[config.mk]
export PLATFORM = sky130hd
export DESIGN_NAME = cdf_ram
export DESIGN_NICKNAME = d
export VERILOG_FILES = /design/src/design/cdf_ram.sv
export SDC_FILE = /design/constraint.sdc
export NUM_CORES = 1
export LEC_CHECK = 0
export ABC_AREA = 1
export BUFFER_PORTS_ARGS = -buffer_cell sky130_fd_sc_hd__clkbuf_2
export CAP_MARGIN = 10
export CORE_MARGIN = 5
export CORE_UTILIZATION = 30
export CTS_CLUSTER_DIAMETER = 80
export DETAILED_ROUTE_END_ITERATION = 10
export PLACE_DENSITY = 0.52
export SLEW_MARGIN = 0
export SYNTH_ARGS = -nofsm -noshare
export SYNTH_HDL_FRONTEND = slang
export SYNTH_SLANG_ARGS = --single-unit
[constraint.sdc]
create_clock -name clk -period 1.1 [get_ports clk]
set_clock_uncertainty 0.1 [all_clocks]
set_input_delay 0.11 -clock clk [delete_from_list [all_inputs] [get_ports clk]]
set_output_delay 0.11 -clock clk [all_outputs]
set_load 0.03 [all_outputs]
[src/design/cdf_ram.sv]
// Generic single-port-write, single-port-read RAM with registered read data.
// Depends on nothing.
`default_nettype none

module cdf_ram #(
	parameter int WIDTH = 8,
	parameter int DEPTH = 16
) (
	input  wire logic                     clk,
	input  wire logic                     we,
	input  wire logic [$clog2(DEPTH)-1:0] waddr,
	input  wire logic [WIDTH-1:0]         wdata,
	input  wire logic                     re,
	input  wire logic [$clog2(DEPTH)-1:0] raddr,
	output      logic [WIDTH-1:0]         rdata
);

	logic [WIDTH-1:0] mem_q [DEPTH];

	// Write port
	always_ff @(posedge clk) begin
		if (we) begin
			mem_q[waddr] <= wdata;
		end
	end

	// Registered read port
	always_ff @(posedge clk) begin
		if (re) begin
			rdata <= mem_q[raddr];
		end
	end

endmodule

`default_nettype wire

# Word-level counts from Yosys, hierarchy flattened
# Memories as Yosys holds them, arrays and structs flattened. A register that Yosys moved wholly into a read port is not among the register bits.
# Cells that the tools add are included.
classes:
  mul: 0
  muxes: 2
  magnitude_cmp: 0
  shifts: 0
  bitwise_logic: 0
  n_eq_ne: 0
  reduce_logical: 0
  div_mod_pow: 0
  add_sub_neg: 0
ops:
  columns: ["operator", "count"]
  rows:
  - ["1-bit two-way mux", 2]
word_totals:
  ff_bits: 0
  in_bits: 19
  latch_bits: 0
  n_memories: 1
  out_inout_bits: 8
  ramBits: 128
  rom_bits: 0
mem_list:
  columns: ["memory", "words", "word_bits", "rd", "rd_clocked_by_memory_dff", "wr", "line", "source"]
  rows:
  - ["mem_q", 16, 8, 1, 1, 1, "18", "logic [WIDTH-1:0] mem_q [DEPTH];"]

# Logic depth before layout (Yosys ltp)
# Gate-level depths: netlist of the first run.
depth:
  word_depth: 2
  depth_mapped: 8
  depth_no_buf: 7

# Worst setup path after synthesis of the first run
# Ideal clock, no wire load.
synth_timing:
  path_type: "input to register"
  from: "input waddr[3]"
  to: "memory mem_q[4][0], enable pin"
  path_stages: 2
  t_arrival_ns: 0.691
  path_slack_ns: -0.061
  setup_ns: 0.370
  path_cell_list: "nand3b_1 > nor2_1"
synth_rtl:
  columns: ["item", "line", "source"]
  rows:
  - ["start, declared", "11", "input wire logic [$clog2(DEPTH)-1:0] waddr,"]
  - ["end, declared", "18", null]
# No word-level cell before the write port.

# Final worst setup path of the first run
layout_timing:
  from: "register rdata[6] (read register of mem_q)"
  to: "output rdata[6]"
layout_rtl:
  columns: ["item", "line", "source"]
  rows:
  - ["start, declared", "15", "output logic [WIDTH-1:0] rdata"]
# No word-level cell between the ends.

==> metrics.md, run 1 <==
| Metric | Value |
|---|---|
| Status | finished, violations left |
| Violations in the final reports | setup timing |
| Reg2reg start | mem_q[13][3] |
| Standard-cell row count | 51 |
| Peak VDD IR | 1.618 mV |
| First-pass GRT wire length | 22540 µm |
| HPWL Detailed | 9598 µm |
| CP delay by family, top | flip-flops |
| Largest fanout on the critical path | 1 |
| Core box area | 19330 µm² |
| Critical Path End Type | primary output |
| Max transition margin | 66.56% |
| Period minus WS final | 1287 ps |
| Initial Util | 30.24% |
| Hold Startpoint | wdata[4] |
| PD cells | 1602 nW/µm² |
| Chip width | 149.6 µm |
| DR vias | 3948 |
| Synthesized net count | 570 |
| Distinct cell type count of the synthesized netlist | 11 |
| Syn avg cell area | 10.61 µm² |
| CTS sink cnt | 136 |
| DRT Wirelength | 14590 µm |
| Worst path bufs/invs | 1 |
| Mapped Area | 5847 µm² |
| Clock Tree Root | clkbuf_16 |
| Crit. Startpoint | rdata[6] |
| Worst Setup Start Kind | flop |
| Overall Global Routing Usage | 13.80% |
| Nets | 628 |
| CTS tree | done |
| Arr. time, crit path | 1080 ps |
| WL/cell | 16.43 µm |
| Initial detailed-routing violation count | 334 |
| Grt total ovfl | 0 |
| Worst-Skew Late Latency | 420 ps |
| Layout cell share with drive strength beyond 1 | 25.08% |
| Yosys warns | 0 |
| DRC violations left | 0 |
| Die ar. | 22380 µm² |
| Worst setup margin | -187.3 ps |
| Num CTS Buffers | 17 |
| Antenna-violating nets left | 0 |
| Fin. Hold Viols | 0 |
| Fin crit share | 117.0% |
| Static Leakage | 3.151 nW |
| Post-synthesis sequential area ratio | 69.85% |
| Required time worst endpoint | 890 ps |
| Crit-path cells | buf_8 |
| RSZ-0062 raised after global routing | yes |
| Worst-Margin Slew | 501.6 ps |
| Clk buf depth | 2 |
| Critical-path top delay cell | edfxtp_1 |
| Max Freq | 776.8 MHz |
| Setup violators final | 16 |
| Synth Register Bits | 136 |
| Mapped Cells | 551 |
| Routed vias/inst | 4.446 |
| Area added between synthesis and finish | 27.46% |
| Max Transition Viols Final | 0 |
| Largest net degree at the start of global routing | 28 |
| RePlAce Congestion | 0.8156 |
| Worst-path clk slew | 60 ps |
| Top Ports | 27 |
| Worst hold path type | primary input to flop |
| Initial antenna violation count | 0 |
| H-tree lvl count | 4 |
| Router iterations before antenna repair | 5 |
| Peak per-stage delay on the critical path | 480 ps |
| Crit Path Class | flop to primary output |
| Vias in the first global route | 3991 |
| CP Depth | 1 |
| Hold depth | 1 |
| Worst reg-to-reg path cell count | 6 |
| Die height | 149.6 µm |
| Max Cap Viol | 0 |
| Finished Core Util | 38.54% |
| PortBufs | 26 |
| Place WS | -439.2 ps |
[final timing paths]
kind / endpoint / slack (ps)
min reg2reg: rdata[5] / 630
min: mem_q[5][4] / 100
max: rdata[6] / -190
max reg2reg: rdata[3] / -90
[kinds of logic after synthesis]
group                  count (synthesis)  synth area share (%)
flip-flops                           136                 69.85
buffers and inverters                126                 9.394
AND/OR/NAND/NOR                      289                 20.76
[where the power goes]
group / switching [mW] / internal (mW)
registers: 0.0500 / 5.84
clock network: 2.01 / 3.04
logic: 0.639 / 0.347
[layout by cell type (no fill, tap or decap), drive strengths merged]
master | synthesis | final
nand2 | 173 | 173
nand3 | 97 | 97
dlygate4sd3 | 0 | 1
clkbuf | 0 | 40
buf | 24 | 42
inv | 102 | 102
nand3b | 2 | 2
edfxtp | 136 | 136
clkinvlp | 0 | 2
clkinv | 0 | 9
bufinv | 0 | 1
diode | 0 | 1
nor2 | 17 | 17
[cell type report]
cell class | count | area, µm²
fillers | 1848 | 11880
diodes | 1 | 2.502
clock inverters | 12 | 85.08
clock buffers | 20 | 436.7
repair buffers | 63 | 600.6
inverters | 102 | 382.9
flip-flops and latches | 136 | 4084
multi-input cells | 289 | 1529
well taps | 265 | 331.6
[routing by layer]
metal / wire [µm] / global-route usage [%]
met2: 7099 / 22.42
met1: 6540 / 17.99
met5: 0 / 0
met3: 754 / 3.725
met4: 192 / 4.485
[synthesized netlist by cell type]
master / n / area share (%)
inv_1: 100 / 6.4
nand3_1: 97 / 8.3
nor2_1: 17 / 1.1
inv_2: 2 / 0.13
nand3b_1: 2 / 0.26
buf_4: 4 / 0.51
nand2_1: 173 / 11
buf_1: 1 / 0.064
buf_6: 6 / 1.2
buf_2: 13 / 1.1
edfxtp_1: 136 / 70
[state kept, by name, summed over array words and instances (netlist names)]
name / flops
rdata: 8
mem_q: 128
[what timing repair did]
action                                  4_1_cts  5_1_grt
endpoints found under the setup margin       16       16
gates resized for setup                      52       34
hold endpoints to repair                      8        0
hold buffers                                  1        0
setup buffers                                 0        0
pin swaps                                    37       27
[metrics by stage]
| step | TNS (ps) | cell area, µm² | hold WS [ps] | instances | total power, mW |
|---|---|---|---|---|---|
| 2_1_floorplan | -5196 | 5859 | 108.9 | 551 | 6.436 |
| 3_3_place_gp | -16040 | 6538 | 426.2 | 854 | 6.834 |
| 3_5_place_dp | -16450 | 6538 | 418.7 | 854 | 6.842 |
| 4_1_cts | -1669 | 7310 | 113.8 | 887 | 11.97 |
| 5_1_grt | -2266 | 7450 | 114.3 | 887 | 12.36 |
| 6_report | -1532 | 7452 | 103.2 | 888 | 11.94 |
No activity file was read; power rests on OpenSTA's default activity.
==> run 2, diff against run 1 <==
--- a/config.mk
+++ b/config.mk
@@ -8,9 +8,11 @@
 export ABC_AREA = 1
 export BUFFER_PORTS_ARGS = -buffer_cell sky130_fd_sc_hd__clkbuf_2
 export CAP_MARGIN = 10
+export CORE_ASPECT_RATIO = 0.8
 export CORE_MARGIN = 5
 export CORE_UTILIZATION = 30
 export CTS_CLUSTER_DIAMETER = 80
+export CTS_CLUSTER_SIZE = 28
 export DETAILED_ROUTE_END_ITERATION = 10
 export PLACE_DENSITY = 0.52
 export SLEW_MARGIN = 0
==> constraint.sdc (replaced) <==
create_clock -name clk -period 1.1 [get_ports clk]
set_clock_uncertainty 0.1 [all_clocks]
set_input_delay 0.275 -clock clk [delete_from_list [all_inputs] [get_ports clk]]
set_output_delay 0.275 -clock clk [all_outputs]
set_load 0.03 [all_outputs]
==> run 2 against run 1 <==
The flow still finishes with violations (setup timing). Combinational power increased by 9.5%. Sequential share of layout area down 2.0 points. Via count increased by 0.20%. Cell area up 3.8%. Hold slack improved by 30 ps. Register-to-register slack about the same. Die area barely moved. First-iteration DRC count down 17%. Cell count fell by 1.0%. Maximum frequency shrank 8.7%. Critical endpoint is now rdata[1].
==> metrics.md, run 2 (synthesis results as in run 1) <==
| Metric | Value |
|---|---|
| Clock network fraction of design power | 45.8% (+3.4 points) |
| Die ar. | 22400 µm² (about the same) |
| RePlAce Congestion | 0.8339 (+2.2%) |
| RSZ-0062 raised after global routing | yes |
| Status | finished, violations left |
| Clock Tree Root | clkbuf_16 |
| Routed vias/inst | 4.501 (+1.2%) |
| Vias in the first global route | 3851 (-3.5%) |
| Peak per-stage delay on the critical path | 450 ps (-30 ps) |
| Biggest register | mem_q |
| Most frequent cells in the layout | nand2_1, edfxtp_1, inv_1, nand3_2, nand3_1 |
| Violations in the final reports | setup timing |
| Layout Cells excl Fill | 879 (-1.0%) |
| DRT Wirelength | 15240 µm (+4.4%) |
| DRC violations left | 0 (unchanged) |
| H-tree lvl count | 4 (unchanged) |
| Largest fanout on the critical path | 1 (unchanged) |
| Layout fillers | 1777 (-3.8%) |
| Standard-cell row count | 45 (-12%) |
| Core box area | 19090 µm² (-1.3%) |
| Required time worst endpoint | 720 ps (-170 ps) |
| Met1 Wirelength | 7546 µm (+15%) |
| PortBufs | 26 (unchanged) |
| Placed cells | 847 (-0.82%) |
| Worst-Margin Slew | 449.1 ps (-52.51 ps) |
| Period minus WS final | 1410 ps (+122.8 ps) |
| Finished Core Util | 40.54% (+2.0 points) |
| CTS sink cnt | 136 (unchanged) |
| TNS Setup | -2741 ps (-1209 ps) |
| Fin. Hold Viols | 0 (unchanged) |
| Nets | 627 (-0.16%) |
| Cell internal pwr | 9.987 mW (+8.1%) |
| CTS tree | done |
| Max Freq | 709.2 MHz (-8.7%) |
| Total power | 12.85 mW (+7.6%) |
| WL/cell | 17.33 µm (+5.5%) |
| Worst path bufs/invs | 1 (unchanged) |
| Max Transition Viols Final | 0 (unchanged) |
| Fin area | 7739 µm² (+3.8%) |
| Largest regs | mem_q: 128 flops, rdata: 8 flops |
| DR vias | 3956 (+0.20%) |
| Chip width | 166.1 µm (+11%) |
| Initial detailed-routing violation count | 277 (-17%) |
| Crit Path Class | flop to primary output |
| Peak VDD IR | 1.064 mV (-34%) |
| Grt total ovfl | 0 (unchanged) |
| Worst setup margin | -310.1 ps (-122.8 ps) |
| HPWL Detailed | 9866 µm (+2.8%) |
| Overall Global Routing Usage | 14.25% (+0.45 points) |
| Top Ports | 27 (unchanged) |
| Router iterations before antenna repair | 6 (+1) |
| Place WS | -571.6 ps (-132.3 ps) |
| R2r setup slk | -90 ps (about the same) |
| Antenna-violating nets left | 0 (unchanged) |
| Num CTS Buffers | 17 (unchanged) |
| Max transition margin | 70.06% (+3.5 points) |
| Layout cell share with drive strength beyond 1 | 34.30% (+9.2 points) |
| Final hold slack | 132.9 ps (+29.68 ps) |
| Max Cap Viol | 0 (unchanged) |
| Post-cts hold buffer count | 0 (-1) |
| Crit-path cells | buf_8 |
| Switching power | 2.859 mW (+5.7%) |
| Setup violators final | 16 (unchanged) |
| Worst Setup Start Kind | flop |
| Share of power burned in registers | 45.8% (-3.6 points) |
| Power share of the combinational group | 8.4% (about the same) |
| PD cells | 1660 nW/µm² (+3.6%) |
| Area added between synthesis and finish | 32.36% |
| Metal2 WL | 6490 µm (-8.6%) |
| FF/Latch Area | 4084 µm² (unchanged) |
| Post-CTS setup buffers | 0 (unchanged) |
| Commonest non-fill, non-tap cell in the layout | nand2_1 |
| Max layer used | met4 |
| Critical-path top delay cell | edfxtp_1 |
| Static Leakage | 3.228 nW (+2.4%) |
| Largest net degree at the start of global routing | 49 (+75%) |
| Critical Path End Type | primary output |
| Worst-Skew Late Latency | 410 ps (about the same) |
| Worst hold path type | primary input to flop |
| Switch share | 22.25% (-0.39 points) |
| First-pass GRT wire length | 23750 µm (+5.4%) |
| Clk buf depth | 2 (unchanged) |
| Die height | 134.9 µm (-9.9%) |
| Initial antenna violation count | 0 (unchanged) |
| Dpl cell area | 6649 µm² (+1.7%) |
| Worst-path clk slew | 60 ps (about the same) |
| WL met3 | 1031 µm (+37%) |
| Fin crit share | 128.2% (+11 points) |
| Number of flip-flops under the largest register name | 128 (unchanged) |
| Arr. time, crit path | 1040 ps (-40 ps) |
| Initial Util | 30.63% (+0.39 points) |
| Antenna cells | 0 (-1) |
| CP delay by family, top | flip-flops |
| Area taken by multi-input logic gates | 1747 µm² (+14%) |
-- run 2: cell count changes in the layout (fill, tap and decap cells not counted), sizes merged --
cell | before | now
bufinv | 1 | 4
buf | 42 | 41
clkbuf | 40 | 39
clkinvlp | 2 | 1
diode | 1 | 0
dlygate4sd3 | 1 | 0
-- run 2: timing repair --
item | 4_1_cts | 5_1_grt
hold endpoints to repair | 0 | 0
setup endpoints to repair | 16 | 19
pin swaps | 45 | 34
gates resized for setup | 62 | 49
-- run 2: layer usage --
metal  vias up  global-route usage, %
li1       1897                      -
met1      1928                  21.66
met2       117                  20.10
met3        14                  3.746
met4         0                  3.665
met5         -                      0
-- run 2: path summary, 6_finish.rpt --
check / depth (start not counted) / endpoint / start
max: 1 / rdata[1] / rdata[1]
min: 2 / mem_q[12][5] / wdata[5]
max reg2reg: 6 / rdata[6] / mem_q[1][6]
min reg2reg: 6 / rdata[0] / mem_q[2][0]
-- run 2: power groups by stage --
stage	logic [mW]	registers (mW)	clock network [mW]
floorplan	0.485	6.02	0
global placement	0.900	5.99	0
detailed placement	0.910	5.99	0
CTS	1.02	5.88	5.96
global route	1.17	5.89	6.22
finish	1.08	5.89	5.88
-- run 2: area by class of cell --
class | count | share of cell area [%]
inverters | 102 | 5.044
clock inverters | 14 | 2.344
clock buffers | 18 | 5.546
multi-input cells | 289 | 22.57
flip-flops and latches | 136 | 52.77
repair buffers | 62 | 7.551
well taps | 258 | 4.171
